**config.mk**
```make
export PLATFORM = sky130hd
export DESIGN_NAME = sorted_priority_queue_top
export DESIGN_NICKNAME = d
export VERILOG_FILES = /design/src/rtl/spq_pkg.sv /design/src/rtl/sorted_priority_queue_top.sv /design/src/rtl/spq_ctrl.sv /design/src/rtl/spq_datapath.sv
export SDC_FILE = /design/constraint.sdc
export NUM_CORES = 2
export LEC_CHECK = 0
export BUFFER_PORTS_ARGS = -buffer_cell sky130_fd_sc_hd__buf_2
export CAP_MARGIN = 10
export CORE_MARGIN = 10
export CORE_UTILIZATION = 50
export DETAILED_ROUTE_END_ITERATION = 8
export PLACE_DENSITY_LB_ADDON = 0.12
export SYNTH_ARGS = -nofsm -noshare
export SYNTH_HDL_FRONTEND = slang
export SYNTH_SLANG_ARGS = --single-unit
export TNS_END_PERCENT = 100
```
**constraint.sdc**
```tcl
create_clock -name clock -period 6 [get_ports clock]
set_input_delay 0.6 -clock clock [delete_from_list [all_inputs] [get_ports clock]]
set_output_delay 0.6 -clock clock [all_outputs]
set_load 0.05 [all_outputs]
```
**src/rtl/spq_pkg.sv**
```systemverilog
`default_nettype none

package spq_pkg;

   localparam int QUEUE_DEPTH_DEFAULT = 16;

   localparam int VALUE_W    = 32;
   localparam int PRIO_W     = 16;
   localparam int COUNT_W    = 5;
   localparam int ERR_W      = 2;
   localparam int REQ_DATA_W = 48;
   localparam int RSP_DATA_W = 72;

   // operation carried in tuser
   localparam logic FUNC_PUSH = 1'b0;
   localparam logic FUNC_POP  = 1'b1;

   typedef enum logic [ERR_W-1:0] {
      ERR_OK        = 2'd0,
      ERR_POP_EMPTY = 2'd1,
      ERR_PUSH_FULL = 2'd2
   } err_type;

   // controller to datapath
   typedef struct packed {
      logic    exec;
      logic    push;
      logic    pop;
      err_type err;
   } cmd_type;

   // datapath to controller
   typedef struct packed {
      logic full;
      logic empty;
   } status_type;

endpackage

`default_nettype wire

```
**src/rtl/sorted_priority_queue_top.sv**
```systemverilog
`default_nettype none

// sorted priority queue, lowest priority value served first
// req channel: one word per operation, tuser selects push (0) or pop (1);
//   a push carries value and priority in tdata, a pop ignores tdata
// rsp channel: exactly one word per request word, in order, giving the
//   popped value, the head value, non-empty flag, entry count and error
// entries sit in a chain of cells; every cell compares its priority with
//   the incoming one in parallel, so an insert or a removal is one shift
// latency: the response is valid in the cycle after the request is taken
// throughput: one request per cycle; the response register is the only
//   buffer, so a new request is taken while the old response is being read
// receiver stall: while rsp_tready is low the response holds and
//   req_tready drops until it is taken
// errors: pop on empty leaves the queue as it is and reports pop-empty;
//   push on full drops the entry and reports push-full
// reset: synchronous, empties the queue and clears the response valid;
//   cell contents are not cleared, only occupied cells are ever read
module sorted_priority_queue_top #(
   parameter int QUEUE_DEPTH = spq_pkg::QUEUE_DEPTH_DEFAULT
) (
   input  wire                             clock,
   input  wire                             reset,
   // request: tdata = value[31:0], priority_req[47:32]; tuser = func
   input  wire                             req_tvalid,
   output logic                            req_tready,
   input  wire  [spq_pkg::REQ_DATA_W-1:0]  req_tdata,
   input  wire                             req_tuser,
   // response: tdata = popped_value[31:0], head_value[63:32],
   //   not_empty[64], entry_count[69:65], error_code[71:70]
   output logic                            rsp_tvalid,
   input  wire                             rsp_tready,
   output logic [spq_pkg::RSP_DATA_W-1:0]  rsp_tdata
);

   spq_pkg::cmd_type    cmd;
   spq_pkg::status_type status;

   // handshakes, op decoding and error classification
   spq_ctrl u_ctrl (
      .clock      (clock),
      .reset      (reset),
      .req_tvalid (req_tvalid),
      .req_tready (req_tready),
      .req_tuser  (req_tuser),
      .rsp_tvalid (rsp_tvalid),
      .rsp_tready (rsp_tready),
      .status     (status),
      .cmd        (cmd)
   );

   // cell chain, occupancy count and response register
   spq_datapath #(
      .QUEUE_DEPTH (QUEUE_DEPTH)
   ) u_datapath (
      .clock     (clock),
      .reset     (reset),
      .req_tdata (req_tdata),
      .cmd       (cmd),
      .status    (status),
      .rsp_tdata (rsp_tdata)
   );

endmodule

`default_nettype wire

```
**src/rtl/spq_ctrl.sv**
```systemverilog
`default_nettype none

module spq_ctrl (
   input  wire                 clock,
   input  wire                 reset,
   input  wire                 req_tvalid,
   output logic                req_tready,
   input  wire                 req_tuser,
   output logic                rsp_tvalid,
   input  wire                 rsp_tready,
   input  spq_pkg::status_type status,
   output spq_pkg::cmd_type    cmd
);

   typedef enum logic [1:0] {
      ST_IDLE = 2'b01,
      ST_HOLD = 2'b10
   } state_type;

   state_type state_ff, state_in;
   logic      exec;

   assign req_tready = (state_ff == ST_IDLE) || rsp_tready;
   assign rsp_tvalid = (state_ff == ST_HOLD);
   assign exec       = req_tvalid && req_tready;

   always_comb begin
      cmd.exec = exec;
      cmd.push = 1'b0;
      cmd.pop  = 1'b0;
      cmd.err  = spq_pkg::ERR_OK;
      if (req_tuser == spq_pkg::FUNC_PUSH) begin
         if (status.full) begin
            cmd.err = spq_pkg::ERR_PUSH_FULL;
         end else begin
            cmd.push = exec;
         end
      end else begin
         if (status.empty) begin
            cmd.err = spq_pkg::ERR_POP_EMPTY;
         end else begin
            cmd.pop = exec;
         end
      end
   end

   always_comb begin
      state_in = state_ff;
      unique case (state_ff)
         ST_IDLE: begin
            if (exec) state_in = ST_HOLD;
         end
         ST_HOLD: begin
            if (!exec && rsp_tready) state_in = ST_IDLE;
         end
         default: state_in = ST_IDLE;
      endcase
   end

   always_ff @(posedge clock) begin
      if (reset) begin
         state_ff <= ST_IDLE;
      end else begin
         state_ff <= state_in;
      end
   end

endmodule

`default_nettype wire

```
**src/rtl/spq_datapath.sv**
```systemverilog
`default_nettype none

module spq_datapath #(
   parameter int QUEUE_DEPTH = spq_pkg::QUEUE_DEPTH_DEFAULT
) (
   input  wire                                    clock,
   input  wire                                    reset,
   input  wire  [spq_pkg::REQ_DATA_W-1:0]         req_tdata,
   input  spq_pkg::cmd_type                       cmd,
   output spq_pkg::status_type                    status,
   output logic [spq_pkg::RSP_DATA_W-1:0]         rsp_tdata
);

   localparam int OCC_W = $clog2(QUEUE_DEPTH + 1);
   localparam int VW    = spq_pkg::VALUE_W;
   localparam int PW    = spq_pkg::PRIO_W;
   localparam int CW    = spq_pkg::COUNT_W;

   logic        [VW-1:0] val_ff  [QUEUE_DEPTH];
   logic        [VW-1:0] val_in  [QUEUE_DEPTH];
   logic signed [PW-1:0] prio_ff [QUEUE_DEPTH];
   logic signed [PW-1:0] prio_in [QUEUE_DEPTH];
   logic [OCC_W-1:0]     occ_ff, occ_in;
   logic [spq_pkg::RSP_DATA_W-1:0] rsp_ff;

   logic        [VW-1:0] new_val;
   logic signed [PW-1:0] new_prio;
   logic [QUEUE_DEPTH-1:0] at_or_after;   // insertion point at or before this cell
   logic [VW-1:0]          popped;
   logic [VW-1:0]          head;
   logic [CW+OCC_W-1:0]    count_ext;

   assign new_val  = req_tdata[VW-1:0];
   assign new_prio = req_tdata[VW+PW-1:VW];

   assign status.full  = (occ_ff == OCC_W'(QUEUE_DEPTH));
   assign status.empty = (occ_ff == '0);

   // the new entry takes the head only on a strictly smaller priority
   assign at_or_after[0] = status.empty || (new_prio < prio_ff[0]);

   genvar g;
   generate
      for (g = 1; g < QUEUE_DEPTH; g++) begin : g_cmp
         assign at_or_after[g] = at_or_after[0] || (OCC_W'(g) >= occ_ff)
                                 || (prio_ff[g] >= new_prio);
      end

      for (g = 0; g < QUEUE_DEPTH; g++) begin : g_cell
         always_comb begin
            val_in[g]  = val_ff[g];
            prio_in[g] = prio_ff[g];
            if (cmd.push) begin
               if (g > 0 && at_or_after[(g > 0) ? g - 1 : 0]) begin
                  val_in[g]  = val_ff[(g > 0) ? g - 1 : 0];
                  prio_in[g] = prio_ff[(g > 0) ? g - 1 : 0];
               end else if (at_or_after[g]) begin
                  val_in[g]  = new_val;
                  prio_in[g] = new_prio;
               end
            end else if (cmd.pop && g < QUEUE_DEPTH - 1) begin
               val_in[g]  = val_ff[(g < QUEUE_DEPTH - 1) ? g + 1 : g];
               prio_in[g] = prio_ff[(g < QUEUE_DEPTH - 1) ? g + 1 : g];
            end
         end

         always_ff @(posedge clock) begin
            val_ff[g]  <= val_in[g];
            prio_ff[g] <= prio_in[g];
         end
      end
   endgenerate

   always_comb begin
      occ_in = occ_ff;
      if (cmd.push) begin
         occ_in = occ_ff + OCC_W'(1);
      end else if (cmd.pop) begin
         occ_in = occ_ff - OCC_W'(1);
      end
   end

   assign popped    = cmd.pop ? val_ff[0] : '0;
   assign head      = (occ_in != '0) ? val_in[0] : '0;
   assign count_ext = {{CW{1'b0}}, occ_in};

   always_ff @(posedge clock) begin
      if (reset) begin
         occ_ff <= '0;
      end else begin
         occ_ff <= occ_in;
      end
   end

   always_ff @(posedge clock) begin
      if (cmd.exec) begin
         rsp_ff <= {cmd.err, count_ext[CW-1:0], (occ_in != '0), head, popped};
      end
   end

   assign rsp_tdata = rsp_ff;

endmodule

`default_nettype wire

```
==> impl_metrics.csv <==
group,metric,value,unit
run_status,outcome,"completed",
yosys,yosysTopAreaCell,"edfxtp_1",
die,core_area,97990,um^2
setup_path,start_kind,"primary input",
power_and_ir_drop,power,20.40,mW
setup_path,critical_path.endpoint_type,"flop",
clock_network,path_clk_slew,0.06,ns
clock_network,cts_tree,"done",
timing,drv_slew,0,
routing,drtIter0Drc,4624,
yosys,synth-edff-count,808,
setup_path,crit_fanout,29,
clock_network,post_cts_buffers,0,
die,dieHeight,333.8,um
clock_network,cts.sinks,847,
timing,grt_setup_unrepaired,"false",
routing,drt-vias-per-instance,6.455,
yosys,synth_mux_area_share,10.80,%
setup_path,critPathMaxStageDelay,1.00,ns
yosys,async_flop_share,0,%
timing,max_freq,202.1,MHz
yosys,synthTopCellsByArea,"edfxtp_1 49%, ha_1 6.6%, nand2_1 5.7%",
min_path,hold_path_class,"primary input to flop",
yosys,ys_warn_count,0,
power_and_ir_drop,power_leakage,19.99,nW
grt,grt_use_total,28.61,%
clock_network,clk_path_buf_depth,3,
layout,instances_no_fill,6063,
place,gp_congestion,0.9205,
yosys,synth-xor-area-share,0.07116,%
layout,n_antenna_cell,0,
die,io_pins,127,
setup_path,arrival,5.27,ns
grt,grt_use_met2,44.03,%
clock_network,postCtsHoldBufs,0,
clock_network,cts_root_buf,"clkbuf_16",
yosys,syn_nets,5056,
power_and_ir_drop,ir_drop,0.4599,mV
routing,ant_nets,0,
yosys,ys_seq_area_share,50.87,%
timing,setup_violations,0,
routing,wire_per_inst,27.25,um
timing,fin_crit_sh,82.46,%
setup_path,cp_slowest_cell,"nor4_1",
timing,hold_viol,0,
yosys,synth_top_family_by_area,"compound AO/OA/AOI/OAI gates",
place,io_buffers,126,
timing,worst_pin_slew,1.157,ns
die,rows,115,
timing,tns,0,ns
place,dp_hpwl,105300,um
yosys,ys_ff_latch,847,
yosys,synth_fa_ha_area_share,6.608,%
die,start_util,50.24,%
grt,antenna_found_initial,2,
grt,grtUsageMet3,4.626,%
clock_network,worstSkewPairLatency,0.70,ns
setup_path,worstPathRequired,6.33,ns
setup_path,crit_type,"primary input to flop",
die,die-area,111400,um^2
grt,grt_remaining_overflow,0,
yosys,synthCells,4743,
routing,via_count,39134,
routing,wirelength,165200,um
layout,syn_to_final_growth,10.37,%
grt,grt_max_degree,191,
die,die_w,333.8,um
grt,grt_pass1_wl,244300,um
layout,drive_gt1_share,13.74,%
routing,dr.pass1.iters,6,
place,dp.cells,5888,
timing,skew,0.02779,ns
setup_path,cp_cell_sequence,"buf_2 > inv_1 > ha_1 > nand4_1 > nor4_1 > a21boi_0 > a2111oi_0 > nand3_4 > nor3_1 > nor2_4 > buf_4",
setup_path,cp_num_buf_inv,3,
clock_network,cts.repair.resized,0,
clock_network,cts.htree.levels,3,
grt,grt_pass1_vias,37032,
yosys,synth_area,49230,um^2
yosys,ys_types,71,
timing,slew_headroom,22.14,%
yosys,postSynthAreaPerCell,10.38,um^2
clock_network,cts_buffers,96,
layout,final_nets,5012,
routing,drc,0,
timing,period_needed,4.948,ns
power_and_ir_drop,p_per_area,375.4,nW/um^2
grt,top_usage_layer,"met2",
flow_run,drv_cap,0,
grt,grt_use_met1,41.27,%
yosys,synth-simple-area-share,13.24,%
yosys,synth-compound-area-share,14.62,%
yosys,synth_top_flop_cell,"edfxtp_1",
setup_path,cpLargestDelayFamily,"simple AND/OR/NAND/NOR gates",
yosys,synth_top_cell_area_share,49.28,%
## logic make-up (layout without fill, tap and decap cells)
logic type               count (synthesis)  in the layout
AO/OA/AOI/OAI                         1134           1134
flip-flops                             847            847
adder cells (fa/ha/maj)                260            260
multiplexers                           501            501
XOR/XNOR                                 4              4
AND/OR/NAND/NOR                       1549           1549
buffers and inverters                  448            481
## Yosys cell counts (37+ instances only)
library cell / instances
mux2_2: 240
o21ai_0: 71
ha_1: 260
nor2_1: 486
a31oi_1: 140
clkbuf_1: 274
dfxtp_1: 39
nand3_1: 100
nor2b_1: 56
o211ai_1: 237
nand4_1: 45
mux2i_1: 261
a21oi_1: 446
edfxtp_1: 808
a2bb2oi_1: 48
buf_2: 69
and2_1: 37
nand2_1: 754
inv_1: 71
## where the power goes
group          switching [mW]  leakage (nW)  internal, mW  total (mW)
clock network            2.55          1.51          3.35        5.90
logic                    4.10          10.6          1.75        5.86
registers               0.721          7.93          7.92        8.64
total                    7.37          20.0          13.0        20.4
## per-layer routing
| layer | share of wire (%) | vias up |
|---|---|---|
| met5 | 0.0079 | - |
| met1 | 44 | 19384 |
| met2 | 45 | 1908 |
| met3 | 8.9 | 251 |
| li1 | - | 17589 |
| met4 | 2.5 | 2 |
## placed cells by master (no fill, tap or decap), types with 19 or more instances in the layout
| cell type | count |
|---|---|
| buf_2 | 126 |
| inv_1 | 70 |
| clkinv_1 | 22 |
| a21o_1 | 27 |
| ha_1 | 260 |
| and2_1 | 37 |
| a21oi_1 | 444 |
| nor2_1 | 480 |
| nand3_1 | 97 |
| buf_12 | 19 |
| edfxtp_1 | 808 |
| o31a_1 | 21 |
| o22ai_1 | 33 |
| a31oi_1 | 134 |
| mux2i_1 | 258 |
| a41oi_1 | 33 |
| mux2_2 | 240 |
| clkbuf_16 | 96 |
| o21ai_0 | 71 |
| nand4_1 | 45 |
| nand2_1 | 753 |
| o211ai_1 | 237 |
| clkbuf_1 | 21 |
| nor2b_1 | 55 |
| a2bb2oi_1 | 48 |
| buf_4 | 90 |
| dfxtp_1 | 39 |
## registers in the layout (all words and copies together), names as in the netlist
signal	count
u_datapath.rsp_tdata	72
u_datapath.val_ff	512
u_datapath.prio_ff	256
u_datapath.occ_ff	5
u_ctrl.state_ff	2
## through the flow
step	hold WS, ns	area, um^2	util (%)	setup WS (ns)
global route	0.1865	54340	55.46	1.075
global placement	0.5095	51270	52.32	0.5332
detailed placement	0.5166	51270	52.32	0.5654
CTS	0.1539	54340	55.46	1.284
finish	0.1799	54340	55.46	1.052
floorplan	0.4874	49240	-	0.1278
## final timing paths
kind | startpoint | endpoint | slack, ns | depth (start not counted)
worst max-delay path | req_tdata[47] | u_datapath.val_ff[1][181]$_DFFE_PP_ | 1.05 | 11
worst min-delay path | reset | u_datapath.occ_ff[4]$_SDFF_PP0_ | 0.18 | 2
worst max register to register | u_datapath.prio_ff[1][79]$_DFFE_PP_ | u_datapath.val_ff[1][181]$_DFFE_PP_ | 1.33 | 9
worst min register to register | u_datapath.val_ff[0][18]$_DFF_P_ | u_datapath.val_ff[0][18]$_DFF_P_ | 0.53 | 2
## layout make-up
class | instances | area (um^2)
sequential | 847 | 25040
inverter | 71 | 269.0
clock buffer | 129 | 2646
tap | 1287 | 1610
timing repair buffer | 235 | 1687
multi-input combinational | 3448 | 22660
clock inverter | 46 | 425.4
fill | 8623 | 43650
Note: power is estimated with default switching activity, not from simulation.
